==> src/rtl/assert_macros.svh <==
// Assertion macros shared by the interpolator RTL.
// Expects clk_i and rst_ni in the scope where a macro is used.
`ifndef ASSERT_MACROS_SVH
`define ASSERT_MACROS_SVH

// Same-cycle implication.
`define TLI_ASSERT_IMP(lbl, ante, cons, msg) \
  lbl: assert property (@(posedge clk_i) disable iff (!rst_ni) (ante) |-> (cons)) \
    else $error(msg);

// Next-cycle implication.
`define TLI_ASSERT_NXT(lbl, ante, cons, msg) \
  lbl: assert property (@(posedge clk_i) disable iff (!rst_ni) (ante) |=> (cons)) \
    else $error(msg);

`endif

==> src/rtl/tli_pkg.sv <==
// Types, codes and helpers of the trajectory linear interpolator.
// No dependencies.
`timescale 1ns / 1ps
package tli_pkg;

  localparam logic [1:0] KIND_BEGIN  = 2'd0;
  localparam logic [1:0] KIND_APPEND = 2'd1;
  localparam logic [1:0] KIND_QUERY  = 2'd2;

  localparam logic [1:0] STAT_INTERP = 2'd0;
  localparam logic [1:0] STAT_HELD   = 2'd1;
  localparam logic [1:0] STAT_EMPTY  = 2'd2;

  localparam logic [1:0] REG_START_POS = 2'd0;
  localparam logic [1:0] REG_START_VEL = 2'd1;
  localparam logic [1:0] REG_START_EFF = 2'd2;

  typedef enum logic [1:0] {
    ST_IDLE,
    ST_SCAN,
    ST_BLEND,
    ST_OUT
  } tli_state_e;

  typedef enum logic [2:0] {
    BL_IDLE,
    BL_PREP,
    BL_MUL,
    BL_SUM,
    BL_DIV,
    BL_FIN,
    BL_DONE
  } tli_blend_state_e;

  // Saturate a 34-bit two's complement value to 32 bits.
  function automatic logic [31:0] tli_sat32(input logic [33:0] v);
    logic [31:0] r;
    if (!v[33] && (v[32:31] != 2'b00)) r = 32'h7FFF_FFFF;
    else if (v[33] && (v[32:31] != 2'b11)) r = 32'h8000_0000;
    else r = v[31:0];
    return r;
  endfunction

endpackage

==> src/rtl/tli_blend_unit.sv <==
// Serial blend unit: a + round((b - a) * n / d), saturated to 32 bits.
// Uses tli_pkg and assert_macros.svh.
`timescale 1ns / 1ps
`include "assert_macros.svh"
module tli_blend_unit (
  input  logic        clk_i,
  input  logic        rst_ni,
  input  logic        start_i,
  input  logic [31:0] a_i,
  input  logic [31:0] b_i,
  input  logic [31:0] n_i,
  input  logic [31:0] d_i,
  output logic        done_o,
  output logic [31:0] result_o
);
  import tli_pkg::*;

  tli_blend_state_e state_q, state_d;

  logic [31:0] a_q, b_q, n_q, d_q;
  logic        neg_q;
  logic [31:0] mag_q;
  logic [63:0] prod_q;
  logic [31:0] rem_q, quo_q;
  logic [4:0]  cnt_q;
  logic [31:0] result_q;

  logic [32:0] delta;
  logic [63:0] prod;
  logic [63:0] sum;
  logic [33:0] trial;
  logic [33:0] fin;

  assign delta = {b_q[31], b_q} - {a_q[31], a_q};
  assign prod  = mag_q * n_q;
  assign sum   = prod_q + {33'd0, d_q[31:1]};
  assign trial = {1'b0, rem_q, quo_q[31]} - {2'b00, d_q};
  assign fin   = neg_q ? ({{2{a_q[31]}}, a_q} - {2'b00, quo_q})
                       : ({{2{a_q[31]}}, a_q} + {2'b00, quo_q});

  always_ff @(posedge clk_i or negedge rst_ni) begin
    if (!rst_ni) begin
      state_q <= BL_IDLE;
    end else begin
      state_q <= state_d;
    end
  end

  always_comb begin
    state_d = state_q;
    case (state_q)
      BL_IDLE: begin
        if (start_i) state_d = (d_i == 32'd0) ? BL_DONE : BL_PREP;
      end
      BL_PREP: state_d = BL_MUL;
      BL_MUL:  state_d = BL_SUM;
      BL_SUM:  state_d = BL_DIV;
      BL_DIV: begin
        if (cnt_q == 5'd0) state_d = BL_FIN;
      end
      BL_FIN:  state_d = BL_DONE;
      BL_DONE: state_d = BL_IDLE;
      default: state_d = BL_IDLE;
    endcase
  end

  always_ff @(posedge clk_i) begin
    case (state_q)
      BL_IDLE: begin
        if (start_i) begin
          a_q      <= a_i;
          b_q      <= b_i;
          n_q      <= n_i;
          d_q      <= d_i;
          result_q <= b_i;  // zero-length segment gives the target
        end
      end
      BL_PREP: begin
        neg_q <= delta[32];
        mag_q <= delta[32] ? 32'(-delta) : delta[31:0];
      end
      BL_MUL: prod_q <= prod;
      BL_SUM: begin
        rem_q <= sum[63:32];
        quo_q <= sum[31:0];
        cnt_q <= 5'd31;
      end
      BL_DIV: begin
        // restoring division, one quotient bit per cycle
        if (!trial[33]) begin
          rem_q <= trial[31:0];
          quo_q <= {quo_q[30:0], 1'b1};
        end else begin
          rem_q <= {rem_q[30:0], quo_q[31]};
          quo_q <= {quo_q[30:0], 1'b0};
        end
        cnt_q <= cnt_q - 5'd1;
      end
      BL_FIN: result_q <= tli_sat32(fin);
      default: ;
    endcase
  end

  assign done_o   = (state_q == BL_DONE);
  assign result_o = result_q;

  `TLI_ASSERT_IMP(a_start_idle, start_i, state_q == BL_IDLE, "blend started while busy")
  `TLI_ASSERT_IMP(a_rem_below_d, state_q == BL_DIV, rem_q < d_q, "divider remainder overflow")
  `TLI_ASSERT_IMP(a_done_path, done_o, $past(state_q == BL_FIN) || (d_q == 32'd0),
                  "blend done without finishing divide")

endmodule

==> config.mk <==
export PLATFORM = sky130hd
export DESIGN_NAME = tli_blend_unit
export DESIGN_NICKNAME = d
export VERILOG_FILES = /design/src/rtl/tli_pkg.sv /design/src/rtl/tli_blend_unit.sv
export VERILOG_INCLUDE_DIRS = /design/src /design/src/rtl
export SDC_FILE = /design/constraint.sdc
export NUM_CORES = 2
export LEC_CHECK = 0
export BUFFER_PORTS_ARGS = -buffer_cell sky130_fd_sc_hd__buf_2
export CAP_MARGIN = 25
export CORE_MARGIN = 10
export CORE_UTILIZATION = 60
export CTS_BUF_LIST = sky130_fd_sc_hd__clkbuf_8
export DETAILED_ROUTE_END_ITERATION = 8
export PLACE_DENSITY = 0.86
export SLEW_MARGIN = 0
export SYNTH_ARGS = -nofsm -noshare
export SYNTH_HDL_FRONTEND = slang
export SYNTH_SLANG_ARGS = --single-unit
export TNS_END_PERCENT = 20
==> constraint.sdc <==
create_clock -name clk_i -period 14.77 [get_ports clk_i]
set_clock_uncertainty 0.05 [all_clocks]
set_input_delay 1.477 -clock clk_i [delete_from_list [all_inputs] [get_ports clk_i]]
set_output_delay 1.477 -clock clk_i [all_outputs]
set_load 0.01 [all_outputs]
==> results.txt <==
outcome = finished, final reports clean
Slew HR = 27.8%
Synth Area in Simple Gates = 16.6%
clk_lat worst skew = 770 ps
wire length per cell = 21.7 µm
largest net degree at the start of global routing = 129
main area contributors after synthesis = fa_1 34%, edfxtp_1 18%, ha_1 9.2%, and2_1 7.1%, inv_1 6.8%
Synth Area in Compound Gates = 8.97%
area delta synth->final = 6.28%
synthesized cell area = 53700 µm²
met3 Use GR = 5.57%
main combinational cell family by area after synthesis = adder cells
clk slew on worst S/H paths = 70 ps
post-CTS setup repair buffer count = 0
Vias = 41400
busiest grt layer = met2
global route overflow = 0
Async SR Flop Fraction = 0.912%
top-count cell post-synth = inv_1
die width = 319 µm
H-tree depth = 2
initial antenna violation count = 7
Synth top cells by count = 978 x inv_1, 900 x fa_1, 622 x nand2_1
met2 Usage GRT = 47.9%
row count = 109
# resized after CTS = 0
largest area contributor in the netlist = fa_1
Total GRT Usage = 29.2%
CTS tree = done
ANT nets after route = 0
Ports = 164
Startpoint Class = flip-flop
setup TNS = 0 ps
met1 Use GR = 35.3%
Max Clk Rate = 0.112 GHz
Total Nets Final = 7100
vias in the first global route = 43800
Clock Root Buffer = clkbuf_8
global-route wire length before repair = 236 mm
Slew Viols, Final = 0
final hold violation count = 0
worst hold path type = in2async
CTS Hold Buffers Added = 0
max cap viols = 0
Synth Warn # = 0
EDFF count, synth = 326
total wire length = 150 mm
Avg Cell Area, Syn = 9.50 µm²
Detail Placement HPWL = 114 mm
total die area = 102000 µm²
Core Area = 88600 µm²
Initial Utilization = 60.6%
unrepaired setup endpoints after global routing = no
post-synth cell types = 91
Pre-Repair DR Iteration Count = 6
Clock Sinks = 329
Top FF cell, synth = edfxtp_1
Final Cycle Share = 60.5%
Final Setup Violations = 0
Req. time, crit path = 15200 ps
Yosys top cell area share = 33.6%
Worst-Margin Slew = 1080 ps
layout cells sized above 1 = 6.39%
routability cong. = 0.970
multiplexer area fraction after synthesis = 0.303%
CP arrival = 9360 ps
fraction of the mapped netlist area in adder cells = 42.7%
Synth Register Bits = 329
DR vias/cell = 6.01
register area share after synthesis = 18.4%
Post-Synthesis Cells = 5655
initial drt markers = 3989
critical path class = reg2reg
Num CTS Buffers = 61
Die Ht = 319 µm
Max clock buf depth = 3
Tmin final = 8930 ps
post-synthesis xor/xnor area fraction = 4.21%
DRC Markers = 0
CP endpoint kind = flip-flop
PortBufs = 163
Post-Syn Nets = 7080
worst-path fanout max = 32
==> cells in the final DEF, fill, tap and decap left out, types with 43 or more instances in the layout <==
cell / n
edfxtp_1: 326
clkbuf_8: 62
buf_4: 60
xnor2_1: 161
nand2_1: 621
xor2_1: 97
nor2_1: 211
and3_1: 43
and2_1: 612
buf_2: 163
o21ai_0: 145
a211oi_1: 43
a21o_1: 99
inv_1: 992
a21oi_1: 230
nand3_1: 62
ha_1: 394
fa_1: 900
==> registers in the layout, summed over array words and instances (netlist names) <==
signal    count
quo_q        32
mag_q        32
neg_q         1
state_q       3
n_q          32
d_q          32
result_o     32
rem_q        32
prod_q       64
b_q          32
a_q          32
cnt_q         5
==> worst max-delay path: stages (launching register included) <==
cell and delay [ps]:
edfxtp_1 1070, and2_1 270, fa_1 420, inv_1 80, fa_1 440, fa_1 520
fa_1 550, inv_1 50, fa_1 480, fa_1 560, fa_1 420, fa_1 440
ha_1 520, nand4_1 180, nor3_1 260, o21ai_0 110, a311oi_1 440, o211ai_1 300
a211oi_1 440, o2111ai_1 210, a21oi_1 260, nor2b_1 310, a221oi_1 140, xnor2_1 170
==> worst paths after layout <==
check / from / to / slack [ps] / depth (start not counted)
worst max-delay path: n_q[3] / prod_q[62] / 5840 / 23
worst min-delay path: rst_ni / state_q[1] / 500 / 1
worst max register to register: n_q[3] / prod_q[62] / 5840 / 23
worst min register to register: cnt_q[4] / state_q[0] / 560 / 2
max in group asynchronous: rst_ni / state_q[2] / 14060 / 1
min in group clk_i: cnt_q[4] / state_q[0] / 560 / 2
==> metrics by stage <==
step                util, %  setup slack [ps]  hold WS (ps)  cells  instance area, µm²
finish                 64.4              5840           498   6893               57100
floorplan                 -              4420           497   5655               53700
detailed placement     62.5              5940           542   6764               55400
global placement       62.5              6180           517   6764               55400
global route           64.4              5510           476   6892               57100
CTS                    64.0              5880           472   6877               56800
==> cells by family (layout without fill, tap and decap cells) <==
family,after synthesis,after routing
simple gates,1754,1754
flops,329,329
compound gates,746,746
other cells,0,3
xor+xnor,258,258
fa+ha+maj,1294,1294
buf+inv,1258,1328
mux,16,16
==> routing by layer <==
metal	vias to the layer above	wire (µm)
met5	-	32
met4	6	11000
met3	666	14800
met2	2353	71000
met1	20400	53000
li1	18000	-
==> cell type report <==
cell class	count	area [µm²]
sequential	329	9860
antenna	3	7.51
timing repair buffer	237	1580
fill	6749	31600
inverter	978	3670
tap	1165	1460
clock inverter	51	503
multi-input combinational	4068	39100
clock buffer	62	853
Power is not shown: default switching activity piles up to over one toggle a cycle in this logic, so the estimate is an artifact.
